$ cat config.mk
export PLATFORM = sky130hd
export DESIGN_NAME = edf_tick_scheduler_flat
export DESIGN_NICKNAME = d
export VERILOG_FILES = /design/src/rtl/edf_pkg.sv /design/src/rtl/edf_req_if.sv /design/src/rtl/edf_rsp_if.sv /design/src/rtl/edf_task_upd.sv /design/src/rtl/edf_tick_scheduler.sv /design/src/flat_wrapper.sv
export SDC_FILE = /design/constraint.sdc
export NUM_CORES = 1
export LEC_CHECK = 0
export BUFFER_PORTS_ARGS = -buffer_cell sky130_fd_sc_hd__buf_4
export CAP_MARGIN = 30
export CELL_PAD_IN_SITES_DETAIL_PLACEMENT = 0
export CELL_PAD_IN_SITES_GLOBAL_PLACEMENT = 1
export CORE_UTILIZATION = 55
export DETAILED_ROUTE_END_ITERATION = 8
export PLACE_DENSITY_LB_ADDON = 0.1
export RECOVER_POWER = 50
export SLEW_MARGIN = 20
export SYNTH_ARGS = -nofsm -noshare
export SYNTH_HDL_FRONTEND = slang
export SYNTH_SLANG_ARGS = --single-unit
$ cat constraint.sdc
create_clock -name clock -period 12.2 [get_ports clock]
set_input_delay 1.22 -clock clock [delete_from_list [all_inputs] [get_ports clock]]
set_output_delay 1.22 -clock clock [all_outputs]
set_load 0.03 [all_outputs]
$ cat src/rtl/edf_pkg.sv
// Shared types, codes and defaults of the EDF tick scheduler.
`default_nettype none

package edf_pkg;

   // Default sizing of the task table
   localparam int MAX_TASKS_DEF  = 8;
   localparam int TIME_WIDTH_DEF = 16;

   // Fixed widths of the channel fields and the register port
   localparam int FIELD_W      = 16;
   localparam int TASK_COUNT_W = 4;
   localparam int CSR_IDX_W    = 2;
   localparam int CSR_DATA_W   = 16;

   typedef logic [2:0]              task_id_type;
   typedef logic [7:0]              miss_mask_type;
   typedef logic [FIELD_W-1:0]      field_type;
   typedef logic [CSR_IDX_W-1:0]    csr_idx_type;
   typedef logic [TASK_COUNT_W-1:0] task_count_type;

   // Register indexes
   localparam csr_idx_type CSR_TASK_COUNT = 2'd0;
   localparam csr_idx_type CSR_HORIZON    = 2'd1;

   // Request modes
   localparam logic MODE_TICK = 1'b0;
   localparam logic MODE_LOAD = 1'b1;

   // Register reset values
   localparam task_count_type TASK_COUNT_RST = 4'd0;
   localparam field_type      HORIZON_RST    = 16'hFFFF;

   // Sequencer states
   typedef enum logic [1:0] {
      ST_IDLE,
      ST_SEL,
      ST_UPD,
      ST_FIN
   } state_type;

endpackage

`default_nettype wire

$ cat src/rtl/edf_req_if.sv
// Request channel: tick and task-load transactions.
`default_nettype none

interface edf_req_if;
   logic                  valid;
   logic                  ready;
   logic                  mode;
   edf_pkg::task_id_type  task_index;
   edf_pkg::field_type    compute_time;
   edf_pkg::field_type    relative_deadline;
   edf_pkg::field_type    period;

   modport source (
      output valid, mode, task_index, compute_time, relative_deadline, period,
      input  ready
   );

   modport sink (
      input  valid, mode, task_index, compute_time, relative_deadline, period,
      output ready
   );
endinterface

`default_nettype wire

$ cat src/rtl/edf_rsp_if.sv
// Response channel: one scheduling decision per tick.
`default_nettype none

interface edf_rsp_if;
   logic                    valid;
   logic                    ready;
   edf_pkg::task_id_type    running_task;
   logic                    idle;
   edf_pkg::miss_mask_type  missed_mask;

   modport source (
      output valid, running_task, idle, missed_mask,
      input  ready
   );

   modport sink (
      input  valid, running_task, idle, missed_mask,
      output ready
   );
endinterface

`default_nettype wire

$ cat src/rtl/edf_task_upd.sv
// Per-task end-of-tick update: run accounting, period reload, deadline countdown.
`default_nettype none

module edf_task_upd #(
   parameter int TIME_WIDTH = edf_pkg::TIME_WIDTH_DEF
) (
   input  logic [TIME_WIDTH-1:0] deadline_left,
   input  logic [TIME_WIDTH-1:0] work_left,
   input  logic [TIME_WIDTH-1:0] period_phase,
   input  logic [TIME_WIDTH-1:0] task_compute,
   input  logic [TIME_WIDTH-1:0] task_deadline,
   input  logic [TIME_WIDTH-1:0] task_period,
   input  logic                  is_chosen,
   output logic [TIME_WIDTH-1:0] deadline_nxt,
   output logic [TIME_WIDTH-1:0] work_nxt,
   output logic [TIME_WIDTH-1:0] phase_nxt,
   output logic                  missed
);

   logic [TIME_WIDTH-1:0] work_run;
   logic [TIME_WIDTH-1:0] period_last;

   // the chosen task always has work left, so this never wraps
   assign work_run    = is_chosen ? work_left - TIME_WIDTH'(1) : work_left;
   // period 0 wraps to all ones: a full 2^TIME_WIDTH tick period
   assign period_last = task_period - TIME_WIDTH'(1);

   // reload at period end, otherwise count the deadline down, or flag a miss once it is zero with work left
   always_comb begin
      deadline_nxt = deadline_left;
      work_nxt     = work_run;
      phase_nxt    = period_phase + TIME_WIDTH'(1);
      missed       = 1'b0;
      priority if (period_phase == period_last) begin
         deadline_nxt = task_deadline;
         work_nxt     = task_compute;
         phase_nxt    = '0;
      end else if (deadline_left != '0) begin
         deadline_nxt = deadline_left - TIME_WIDTH'(1);
      end else if (work_run != '0) begin
         missed = 1'b1;
      end else begin
         missed = 1'b0;
      end
   end

endmodule

`default_nettype wire

$ cat src/rtl/edf_tick_scheduler.sv
// Top level of the earliest-deadline-first tick scheduler.
// A load transaction writes one task's compute time, relative deadline and period into
// the task table and restarts that task; it gives no response. A tick transaction keeps
// the request side busy until it completes: the task table has a single registered read
// port and is swept twice over the n active tasks (task_count, capped at MAX_TASKS),
// one entry per cycle plus read latency and drain per sweep, first to pick the task with
// work left and the smallest deadline below the horizon register (lowest index on a
// tie), then to write back each task's decremented counters or period reload, and a
// finish step hands the decision to the response register. The request side is ready
// only between transactions; a finished response waits in the output register while new
// transactions are taken, and a tick that completes meanwhile holds in its finish step
// until the register drains. Table entries come out of reset as zero through per-entry
// valid bits, so no clearing pass is needed. The user must write the registers only while
// the block is idle; the block itself does not enforce this.
`default_nettype none

module edf_tick_scheduler #(
   parameter int MAX_TASKS  = edf_pkg::MAX_TASKS_DEF,
   parameter int TIME_WIDTH = edf_pkg::TIME_WIDTH_DEF
) (
   input  logic                           clock,
   input  logic                           reset,
   edf_req_if.sink                        req_if,
   edf_rsp_if.source                      rsp_if,
   input  logic                           csr_wr_en,
   input  edf_pkg::csr_idx_type           csr_index,
   input  logic [edf_pkg::CSR_DATA_W-1:0] csr_wr_data
);

   localparam int IDX_W = (MAX_TASKS > 1) ? $clog2(MAX_TASKS) : 1;
   localparam int CNT_W = $clog2(MAX_TASKS + 1);
   localparam int CMP_W = (TIME_WIDTH > edf_pkg::FIELD_W) ? TIME_WIDTH : edf_pkg::FIELD_W;

   typedef struct packed {
      logic [TIME_WIDTH-1:0] deadline_left;
      logic [TIME_WIDTH-1:0] work_left;
      logic [TIME_WIDTH-1:0] period_phase;
      logic [TIME_WIDTH-1:0] task_compute;
      logic [TIME_WIDTH-1:0] task_deadline;
      logic [TIME_WIDTH-1:0] task_period;
   } task_rec_type;

   // task table
   task_rec_type          task_mem [MAX_TASKS];
   logic [MAX_TASKS-1:0]  vld_ff, vld_in;
   task_rec_type          rd_data_ff;
   logic                  rd_vbit_ff;
   logic [IDX_W-1:0]      rd_addr;
   logic                  mem_we;
   logic [IDX_W-1:0]      mem_waddr;
   task_rec_type          mem_wdata;

   // sequencer and scan state
   edf_pkg::state_type    state_ff, state_in;
   logic [CNT_W-1:0]      rd_cnt_ff, rd_cnt_in;
   logic [CNT_W-1:0]      n_ff, n_in;
   logic [CNT_W-1:0]      n_cap;
   logic                  pipe_vld_ff, pipe_vld_in;
   logic [IDX_W-1:0]      pipe_idx_ff, pipe_idx_in;
   logic [CMP_W-1:0]      best_ff, best_in;
   logic                  found_ff, found_in;
   logic [IDX_W-1:0]      chosen_ff, chosen_in;
   edf_pkg::miss_mask_type missed_ff, missed_in;
   logic                  issue;

   // configuration registers
   edf_pkg::task_count_type task_count_ff;
   edf_pkg::field_type      horizon_ff;

   // response register
   logic                    rsp_valid_ff, rsp_valid_in;
   edf_pkg::task_id_type    rsp_running_ff, rsp_running_in;
   logic                    rsp_idle_ff, rsp_idle_in;
   edf_pkg::miss_mask_type  rsp_missed_ff, rsp_missed_in;

   // datapath
   task_rec_type            rec;
   task_rec_type            load_rec;
   task_rec_type            upd_rec;
   logic [TIME_WIDTH-1:0]   upd_deadline;
   logic [TIME_WIDTH-1:0]   upd_work;
   logic [TIME_WIDTH-1:0]   upd_phase;
   logic                    eligible;
   logic                    upd_missed;
   edf_pkg::miss_mask_type  miss_bit;
   logic                    req_ready;

   // task table: one write port, one registered read port
   always_ff @(posedge clock) begin
      if (mem_we) begin
         task_mem[mem_waddr] <= mem_wdata;
      end
      rd_data_ff <= task_mem[rd_addr];
      rd_vbit_ff <= vld_ff[rd_addr];
   end

   assign rd_addr = rd_cnt_ff[IDX_W-1:0];
   assign issue   = rd_cnt_ff < n_ff;
   assign rec     = rd_vbit_ff ? rd_data_ff : '0;

   // active task count, capped at the table depth
   assign n_cap = (task_count_ff > MAX_TASKS) ? CNT_W'(MAX_TASKS) : CNT_W'(task_count_ff);

   // new entry from a load transaction
   always_comb begin
      load_rec.task_compute  = TIME_WIDTH'(req_if.compute_time);
      load_rec.task_deadline = TIME_WIDTH'(req_if.relative_deadline);
      load_rec.task_period   = TIME_WIDTH'(req_if.period);
      load_rec.work_left     = TIME_WIDTH'(req_if.compute_time);
      load_rec.deadline_left = TIME_WIDTH'(req_if.relative_deadline);
      load_rec.period_phase  = '0;
   end

   // selection compare
   assign eligible = (rec.work_left != '0) && (CMP_W'(rec.deadline_left) < best_ff);

   // per-task update unit, shared by every entry of the write-back sweep
   edf_task_upd #(
      .TIME_WIDTH (TIME_WIDTH)
   ) u_upd (
      .deadline_left (rec.deadline_left),
      .work_left     (rec.work_left),
      .period_phase  (rec.period_phase),
      .task_compute  (rec.task_compute),
      .task_deadline (rec.task_deadline),
      .task_period   (rec.task_period),
      .is_chosen     (found_ff && (chosen_ff == pipe_idx_ff)),
      .deadline_nxt  (upd_deadline),
      .work_nxt      (upd_work),
      .phase_nxt     (upd_phase),
      .missed        (upd_missed)
   );

   always_comb begin
      upd_rec.deadline_left = upd_deadline;
      upd_rec.work_left     = upd_work;
      upd_rec.period_phase  = upd_phase;
      upd_rec.task_compute  = rec.task_compute;
      upd_rec.task_deadline = rec.task_deadline;
      upd_rec.task_period   = rec.task_period;
   end

   // tasks above the mask width never carry work, so their bit drops out
   assign miss_bit = edf_pkg::miss_mask_type'(64'(1) << pipe_idx_ff);

   // sequencer: next state and outputs
   always_comb begin
      state_in       = state_ff;
      rd_cnt_in      = rd_cnt_ff;
      n_in           = n_ff;
      pipe_vld_in    = 1'b0;
      pipe_idx_in    = pipe_idx_ff;
      best_in        = best_ff;
      found_in       = found_ff;
      chosen_in      = chosen_ff;
      missed_in      = missed_ff;
      vld_in         = vld_ff;
      mem_we         = 1'b0;
      mem_waddr      = pipe_idx_ff;
      mem_wdata      = upd_rec;
      req_ready      = 1'b0;
      rsp_valid_in   = rsp_valid_ff && !rsp_if.ready;
      rsp_running_in = rsp_running_ff;
      rsp_idle_in    = rsp_idle_ff;
      rsp_missed_in  = rsp_missed_ff;

      unique case (state_ff)
         edf_pkg::ST_IDLE: begin
            req_ready = 1'b1;
            if (req_if.valid) begin
               if (req_if.mode == edf_pkg::MODE_LOAD) begin
                  if (req_if.task_index < MAX_TASKS) begin
                     mem_we                              = 1'b1;
                     mem_waddr                           = IDX_W'(req_if.task_index);
                     mem_wdata                           = load_rec;
                     vld_in[IDX_W'(req_if.task_index)]   = 1'b1;
                  end
               end else begin
                  state_in  = edf_pkg::ST_SEL;
                  rd_cnt_in = '0;
                  n_in      = n_cap;
                  best_in   = CMP_W'(horizon_ff);
                  found_in  = 1'b0;
                  chosen_in = '0;
                  missed_in = '0;
               end
            end
         end

         // sweep one: earliest eligible deadline
         edf_pkg::ST_SEL: begin
            if (issue) begin
               rd_cnt_in   = rd_cnt_ff + CNT_W'(1);
               pipe_vld_in = 1'b1;
               pipe_idx_in = rd_addr;
            end
            if (pipe_vld_ff && eligible) begin
               best_in   = CMP_W'(rec.deadline_left);
               found_in  = 1'b1;
               chosen_in = pipe_idx_ff;
            end
            if (!issue && !pipe_vld_ff) begin
               state_in  = edf_pkg::ST_UPD;
               rd_cnt_in = '0;
            end
         end

         // sweep two: write back each task's counters
         edf_pkg::ST_UPD: begin
            if (issue) begin
               rd_cnt_in   = rd_cnt_ff + CNT_W'(1);
               pipe_vld_in = 1'b1;
               pipe_idx_in = rd_addr;
            end
            if (pipe_vld_ff) begin
               mem_we              = 1'b1;
               mem_waddr           = pipe_idx_ff;
               mem_wdata           = upd_rec;
               vld_in[pipe_idx_ff] = 1'b1;
               if (upd_missed) begin
                  missed_in = missed_ff | miss_bit;
               end
            end
            if (!issue && !pipe_vld_ff) begin
               state_in  = edf_pkg::ST_FIN;
               rd_cnt_in = '0;
            end
         end

         // hand the decision to the response register once it is free
         edf_pkg::ST_FIN: begin
            if (!rsp_valid_ff || rsp_if.ready) begin
               rsp_valid_in   = 1'b1;
               rsp_running_in = found_ff ? edf_pkg::task_id_type'(chosen_ff) : '0;
               rsp_idle_in    = !found_ff;
               rsp_missed_in  = missed_ff;
               state_in       = edf_pkg::ST_IDLE;
            end
         end

         default: begin
            state_in = edf_pkg::ST_IDLE;
         end
      endcase
   end

   // control state
   always_ff @(posedge clock) begin
      if (reset) begin
         state_ff     <= edf_pkg::ST_IDLE;
         rd_cnt_ff    <= '0;
         n_ff         <= '0;
         pipe_vld_ff  <= 1'b0;
         found_ff     <= 1'b0;
         vld_ff       <= '0;
         rsp_valid_ff <= 1'b0;
      end else begin
         state_ff     <= state_in;
         rd_cnt_ff    <= rd_cnt_in;
         n_ff         <= n_in;
         pipe_vld_ff  <= pipe_vld_in;
         found_ff     <= found_in;
         vld_ff       <= vld_in;
         rsp_valid_ff <= rsp_valid_in;
      end
   end

   // scan and response payload
   always_ff @(posedge clock) begin
      pipe_idx_ff    <= pipe_idx_in;
      best_ff        <= best_in;
      chosen_ff      <= chosen_in;
      missed_ff      <= missed_in;
      rsp_running_ff <= rsp_running_in;
      rsp_idle_ff    <= rsp_idle_in;
      rsp_missed_ff  <= rsp_missed_in;
   end

   // configuration registers
   always_ff @(posedge clock) begin
      if (reset) begin
         task_count_ff <= edf_pkg::TASK_COUNT_RST;
         horizon_ff    <= edf_pkg::HORIZON_RST;
      end else if (csr_wr_en) begin
         case (csr_index)
            edf_pkg::CSR_TASK_COUNT: begin
               task_count_ff <= csr_wr_data[edf_pkg::TASK_COUNT_W-1:0];
            end
            edf_pkg::CSR_HORIZON: begin
               horizon_ff <= csr_wr_data[edf_pkg::FIELD_W-1:0];
            end
            default: begin
            end
         endcase
      end
   end

   // ports
   assign req_if.ready        = req_ready;
   assign rsp_if.valid        = rsp_valid_ff;
   assign rsp_if.running_task = rsp_running_ff;
   assign rsp_if.idle         = rsp_idle_ff;
   assign rsp_if.missed_mask  = rsp_missed_ff;

   // a response only appears out of the finish step
   a_rsp_from_fin: assert property (@(posedge clock) disable iff (reset)
      $rose(rsp_valid_ff) |-> $past(state_ff == edf_pkg::ST_FIN))
      else $error("response raised outside the finish step");

   // an accepted tick starts the selection sweep
   a_tick_starts_sel: assert property (@(posedge clock) disable iff (reset)
      (req_if.valid && req_ready && req_if.mode == edf_pkg::MODE_TICK)
      |=> (state_ff == edf_pkg::ST_SEL))
      else $error("tick transaction did not start selection");

   // the read counter never runs past the active task count
   a_cnt_bound: assert property (@(posedge clock) disable iff (reset)
      rd_cnt_ff <= n_ff)
      else $error("table sweep ran past the active tasks");

   // a chosen task is always one of the active tasks
   a_chosen_active: assert property (@(posedge clock) disable iff (reset)
      found_ff |-> (CNT_W'(chosen_ff) < n_ff))
      else $error("chosen task outside the active range");

   // an idle decision reports task zero
   a_idle_task_zero: assert property (@(posedge clock) disable iff (reset)
      (rsp_valid_ff && rsp_idle_ff) |-> (rsp_running_ff == '0))
      else $error("idle response names a task");

endmodule

`default_nettype wire
$ cat src/flat_wrapper.sv
// flat-port wrapper written by rule: the top's interface ports become plain ports
module edf_tick_scheduler_flat 
#(
   parameter int MAX_TASKS  = edf_pkg::MAX_TASKS_DEF,
   parameter int TIME_WIDTH = edf_pkg::TIME_WIDTH_DEF
)
  (clock, reset, csr_wr_en, csr_index, csr_wr_data, req_if_valid, req_if_mode, req_if_task_index, req_if_compute_time, req_if_relative_deadline, req_if_period, req_if_ready, rsp_if_valid, rsp_if_running_task, rsp_if_idle, rsp_if_missed_mask, rsp_if_ready);
  edf_req_if req_if_i ();
  edf_rsp_if rsp_if_i ();
  input  logic clock;
  input  logic reset;
  input  logic csr_wr_en;
  input  edf_pkg::csr_idx_type csr_index;
  input  logic [edf_pkg::CSR_DATA_W-1:0] csr_wr_data;
  input wire logic [$bits(req_if_i.valid)-1:0] req_if_valid;
  input wire logic [$bits(req_if_i.mode)-1:0] req_if_mode;
  input wire logic [$bits(req_if_i.task_index)-1:0] req_if_task_index;
  input wire logic [$bits(req_if_i.compute_time)-1:0] req_if_compute_time;
  input wire logic [$bits(req_if_i.relative_deadline)-1:0] req_if_relative_deadline;
  input wire logic [$bits(req_if_i.period)-1:0] req_if_period;
  output wire logic [$bits(req_if_i.ready)-1:0] req_if_ready;
  output wire logic [$bits(rsp_if_i.valid)-1:0] rsp_if_valid;
  output wire logic [$bits(rsp_if_i.running_task)-1:0] rsp_if_running_task;
  output wire logic [$bits(rsp_if_i.idle)-1:0] rsp_if_idle;
  output wire logic [$bits(rsp_if_i.missed_mask)-1:0] rsp_if_missed_mask;
  input wire logic [$bits(rsp_if_i.ready)-1:0] rsp_if_ready;
  assign req_if_i.valid = req_if_valid;
  assign req_if_i.mode = req_if_mode;
  assign req_if_i.task_index = req_if_task_index;
  assign req_if_i.compute_time = req_if_compute_time;
  assign req_if_i.relative_deadline = req_if_relative_deadline;
  assign req_if_i.period = req_if_period;
  assign req_if_ready = req_if_i.ready;
  assign rsp_if_valid = rsp_if_i.valid;
  assign rsp_if_running_task = rsp_if_i.running_task;
  assign rsp_if_idle = rsp_if_i.idle;
  assign rsp_if_missed_mask = rsp_if_i.missed_mask;
  assign rsp_if_i.ready = rsp_if_ready;
  edf_tick_scheduler #(.MAX_TASKS(MAX_TASKS), .TIME_WIDTH(TIME_WIDTH)) u_core (.clock(clock), .reset(reset), .req_if(req_if_i), .rsp_if(rsp_if_i), .csr_wr_en(csr_wr_en), .csr_index(csr_index), .csr_wr_data(csr_wr_data));
endmodule
# Yosys cells after proc, flatten, opt, wreduce, memory -nomap -nowiden
# Memory sizes are Yosys's and may differ from the RTL's. A register that Yosys moved wholly into a read port is not among the register bits.
# Cells that the tools add are included.
[totals] inputBits=75 memories=1 out_inout_bits=14 ff_bits=84 mem_bits_rw=768 word_cells=150
[memory_table] name="u_core.task_mem" words=8 word_bits=96 read_ports=1 rd_clocked_by_memory_dff=1 wr=1 line="edf_tick_scheduler.sv:44" text="task_rec_type task_mem [MAX_TASKS];"
[classes] magnitude_cmp=8 bitwise=5 n_shift=1 addsub=5 reduce_logical=33 n_eq_ne=16 mux=64
[ops] operator="96-bit 2-to-1 mux" count=4
[ops] operator="16-bit 2-to-1 mux" count=8
[ops] operator="8-bit 2-to-1 mux" count=7
[ops] operator="16-bit nonzero test" count=3
[ops] operator="16-bit by 1-bit subtractor with 16-bit output (second input constant)" count=3
[ops] operator="16-bit one-hot mux with 2 select lines" count=1
[ops] operator="8-bit one-hot mux with 2 select lines" count=2
[ops] operator="8-bit OR" count=3
[ops] operator="4-bit 2-to-1 mux" count=5
[ops] operator="1-bit 2-to-1 mux" count=18
[ops] operator="3-bit 2-to-1 mux" count=6
[ops] operator="16-bit by 1-bit adder with 16-bit output (second input constant)" count=1
[ops] operator="16-bit == test" count=1
[ops] operator="16-bit < comparator" count=1
[ops] operator="3-bit by 4-bit < comparator with 1-bit output (second input constant)" count=3
[ops] operator="4-bit AND reduction" count=3
[ops] operator="2-bit 2-to-1 mux" count=5
[ops] operator="2-bit by 1-bit inequality test with 1-bit output (second input constant)" count=5
[ops] operator="5-bit AND reduction" count=2
[ops] operator="2-bit inequality test (second input constant)" count=4
[ops] operator="2-bit one-hot mux with 4 select lines" count=1
[ops] operator="4-bit one-hot mux with 2 select lines" count=1
[ops] operator="2-bit AND reduction" count=4
[ops] operator="1-bit by 3-bit << shifter with 8-bit output (first input constant)" count=1
[ops] operator="20 further kinds" count=40

# Longest topological paths before layout
[depth] ltp_word=10 mapped_depth=18 ltp_nobuf=10

# Modules after synthesis
# A second synthesis with hierarchy kept.
[unflattened] cells_unflattened=2248 area_unflattened_um2=38562.0
[by_module_without_submodules] mod="edf_tick_scheduler" area_each_um2=36323.6 cells_each=1965 instances=1
[by_module_without_submodules] mod="edf_task_upd" area_each_um2=2238.4 cells_each=283 instances=1

# Least setup slack after synthesis
# No wires, ideal clock.
[synth_path] kind="input-to-reg" startpoint="in req_if_mode" endpoint="mem u_core.task_mem[0][0] (netlist bit) (enable)" t_arrival_ns=6.083 setup_slack_ns=5.566 path_buffers=2 stages=6 path_cell_list="and3_1 > clkbuf_1 > clkbuf_1 > nor4_1 > a21oi_1 > nor2_1"
[synth_between] elab_chain_len=5
[synth_rtl] element="start: declaration" line="flat_wrapper.sv:16" text="input wire logic [$bits(req_if_i.mode)-1:0] req_if_mode;"
[synth_rtl] element="1-bit 2-to-1 mux" line="edf_tick_scheduler.sv:171" text="if (req_if.mode == edf_pkg::MODE_LOAD) begin"
[synth_rtl] element="1-bit 2-to-1 mux" line="edf_tick_scheduler.sv:170" text="if (req_if.valid) begin"
[synth_rtl] element="1-bit one-hot mux with 2 select lines" line="edf_tick_scheduler.sv:167" text="unique case (state_ff)"
[synth_rtl] element="1-bit 2-to-1 mux" line="edf_tick_scheduler.sv:90" text="if (mem_we) begin"
[synth_rtl] element="1-bit 2-to-1 mux (not written as such)" line="edf_tick_scheduler.sv:91" text="task_mem[mem_waddr] <= mem_wdata;"
[synth_rtl] element="end: declaration" line="edf_tick_scheduler.sv:44"
# Several ways; a longest one is shown, not always the timed one.

# Worst setup path in the final report
[layout_path] startpoint="reg u_core.state_ff[0]" endpoint="mem u_core.task_mem[6][46] (netlist bit) (enable)"
[layout_between] elab_chain_len=4
[layout_rtl] element="start: declaration" line="edf_tick_scheduler.sv:54" text="edf_pkg::state_type state_ff, state_in;"
[layout_rtl] element="start signal: assignment" line="edf_tick_scheduler.sv:250" text="state_ff <= edf_pkg::ST_IDLE;"
[layout_rtl] element="start signal: assignment" line="edf_tick_scheduler.sv:258" text="state_ff <= state_in;"
[layout_rtl] element="2-bit == test / 2-bit zero test (equally long branches)" line="edf_tick_scheduler.sv:167"
[layout_rtl] element="1-bit one-hot mux with 2 select lines" line="edf_tick_scheduler.sv:167"
[layout_rtl] element="1-bit 2-to-1 mux" line="edf_tick_scheduler.sv:90"
[layout_rtl] element="1-bit 2-to-1 mux (not written as such)" line="edf_tick_scheduler.sv:91"
# Several ways; a longest one is shown, not always the timed one.

==> reports/qor.yml <==
logic_synthesis:
  synth_ff_type: "edfxtp_1"
  synthSimpleGateAreaFrac_pct: 6.183
  synth_compound_area_share_pct: 3.876
  yosys_warnings: 0
  yosysSeqAreaShare_pct: 70.94
  async_flop_share_pct: 0
  syn_inst: 2233
  avgSynthCellArea_um2: 17.10
  synth_mux_area_share_pct: 15.25
  syn-num-nets: 2336
  yosys.area_share.xor_xnor_pct: 1.055
  synth_enable_flop_cells: 810
  ys_types: 76
  synth_top_family_by_area: "multiplexers"
  synthAdderAreaFrac_pct: 0.9175
  synth_area_mm2: 0.03818
  synth-seq-cells: 948
setup_path:
  critPathLaunchType: "register"
  r2r_end: "u_core.task_mem[6][46]$_DFFE_PP_"
  reg2reg_slack_ns: 5.24
  crit_type: "reg -> reg"
  critPathMaxFanout: 52
  worstPathArrival_ns: 7.22
  cp.required_ns: 12.45
  r2r-start: "u_core.state_ff[0]$_SDFFE_PP0P_"
  cp-end-kind: "register"
  reg2reg_depth: 7
cells_and_area:
  final_cell_mix: "edfxtp_1 (810), mux4_2 (194), nand2_1 (166)"
  final_nets: 2437
  area.growth.synth_to_final_pct: 12.22
  instances_no_fill: 3343
  final_common_cell: "edfxtp_1"
  stdcell_area_mm2: 0.04285
  drive_above_1_share_pct: 23.18
  post-route-util_pct: 62.48
  diodes: 0
routing:
  drt-initial-drc-count: 1753
  drc: 0
  drt_first_pass_iters: 5
  routedWlPerCell_um: 24.89
  via_count: 20140
  vias_per_cell: 6.023
  antenna_left: 0
  routed_wl_um: 83220
global_routing:
  gr-usage-all-layers_pct: 24.15
  antenna_found_initial: 2
  grt_pass1_wl_um: 126600
  grt_max_degree: 105
  overflow: 0
  grt_pass1_vias: 20690
clocking:
  clock-sinks: 948
  clk_latency_ns: 0.65
  cts_tree: "done"
  cts-resized-gates: 0
  cts_buffers: 94
  htree_num_levels: 3
  ctsLongestPathBuffers: 3
  postCtsSetupRepairBufs: 0
  cts_root_buf: "clkbuf_16"
  hold_buffers: 0
  clkSlewWorstSetupHoldPaths_ns: 0.06
sta:
  worstMarginPinSlew_ns: 3.962
  slew_headroom_pct: -164.1
  timing.hold.ws_ns: 0.4638
  final.setup.tns_ns: 0
  worst_clock_skew_ns: 0.03035
  rsz0062_at_grt: "false"
  fin_crit_sh_pct: 57.09
  setup_viol: 0
  hold_violations: 0
  period_minus_slack_ns: 6.965
  fmax_mhz: 143.6
  fin_ws_ns: 5.235
  final_max_slew_viol_count: 586
place:
  gp_congestion: 0.8584
  dp_slack_ns: 7.405
  post_dp_cell_area_mm2: 0.03987
  port_buffers: 88
  placedCellCount: 3161
  dp_hpwl_um: 48460
floorplan:
  coreArea_mm2: 0.06859
  start_util_pct: 55.67
  placementRows: 96
  fp.dieW_um: 265.5
  die_h_um: 265.5
  dieArea_mm2: 0.07048
  pin_count: 89
power:
  p_per_area_mw_per_mm2: 205.7
  p_leak_nw: 14.19
  vdd_drop_max_mv: 0.2074
  power_mw: 8.814
min_path:
  hold_path_end: "u_core.rsp_if.missed_mask[2]$_DFFE_PP_"
  min_from: "u_core.missed_ff[2]$_SDFFCE_PN0P_"
  holdPathStages: 0
  min_path_type: "reg -> reg"
status:
  status: "complete, but fails checks"
  violations: "max-capacitance violations, max-slew violations"
job:
  cap_violations: 13
==> kinds of logic (layout without fill, tap and decap cells) <==
logic type               after synthesis  in the layout
AO/OA/AOI/OAI                        231            231
XOR/XNOR                              46             46
adder cells (fa/ha/maj)               28             28
buffers and inverters                170            349
flip-flops                           948            948
multiplexers                         321            321
AND/OR/NAND/NOR                      489            489
==> sequential cells by signal, indices dropped and copies added (netlist names), 4 cells and up <==
name                       flops
u_core.missed_ff               8
u_core.horizon_ff             16
u_core.rd_cnt_ff               4
u_core.task_mem              768
u_core.rd_data_ff             96
u_core.n_ff                    4
u_core.task_count_ff           4
u_core.rsp_if.missed_mask      8
u_core.best_ff                16
u_core.vld_ff                  8
==> worst max-delay path, stage by stage (launching register included) <==
cell      delay, ns
dfxtp_1        0.33
inv_1          0.11
ha_1           0.37
and3_1         1.12
mux2i_1        0.58
nor2_4         0.21
clkbuf_1       2.77
buf_4          0.97
==> power breakdown <==
group | switching (mW) | total [mW] | internal (mW)
sequential | 0.230 | 4.21 | 3.98
clock | 1.19 | 2.81 | 1.62
combinational | 0.982 | 1.79 | 0.808
total | 2.40 | 8.81 | 6.41
==> cell usage after synthesis, types with 13 or more instances <==
library cell  number  area share [%]
edfxtp_1         810              64
mux4_2           194              11
nand2_1          166             1.6
dfxtp_1          138             7.2
nor2_1           121             1.2
mux2_2           103             3.0
clkbuf_1          87            0.86
o21ai_0           70            0.92
a21oi_1           51            0.67
inv_1             45            0.44
nand3_1           45            0.59
and2_1            34            0.56
ha_1              28            0.92
xor2_1            27            0.62
buf_1             26            0.26
xnor2_1           19            0.44
nor2b_1           15            0.25
nor3_1            15            0.20
a211o_1           14            0.32
nand4_1           14            0.23
a31oi_1           13            0.21
mux2i_1           13            0.34
or3_1             13            0.21
==> metal layers <==
| metal | share of wire [%] | vias up | global-route usage, % |
|---|---|---|---|
| met1 | 44 | 10480 | 34.32 |
| met5 | 0 | - | 0 |
| li1 | - | 8958 | - |
| met2 | 48 | 574 | 39.51 |
| met3 | 5.2 | 129 | 2.990 |
| met4 | 2.4 | 0 | 7.202 |
==> layout make-up <==
type                    instances  area, µm²
multi-input cells            1115      10450
fillers                      4881      25740
clock buffers                 139       2746
inverters                      46      172.7
flip-flops and latches        948      27090
well taps                     931       1165
clock inverters                35      287.8
repair buffers                129      934.6
==> worst max-delay path by stage <==
| stage | from | to |
|---|---|---|
| 6_report | u_core.state_ff[0]$_SDFFE_PP0P_ | u_core.task_mem[6][46]$_DFFE_PP_ |
| 5_1_grt | u_core.state_ff[0]$_SDFFE_PP0P_ | u_core.task_mem[6][46]$_DFFE_PP_ |
| 4_1_cts | u_core.rd_vbit_ff$_DFF_P_ | u_core.missed_ff[7]$_SDFFCE_PN0P_ |
| 3_5_place_dp | u_core.rd_vbit_ff$_DFF_P_ | u_core.missed_ff[3]$_SDFFCE_PN0P_ |
| 3_3_place_gp | req_if_valid | u_core.task_mem[3][36]$_DFFE_PP_ |
| 2_1_floorplan | req_if_mode | u_core.task_mem[0][0]$_DFFE_PP_ |
Note: power is estimated with default switching activity, not from simulation.
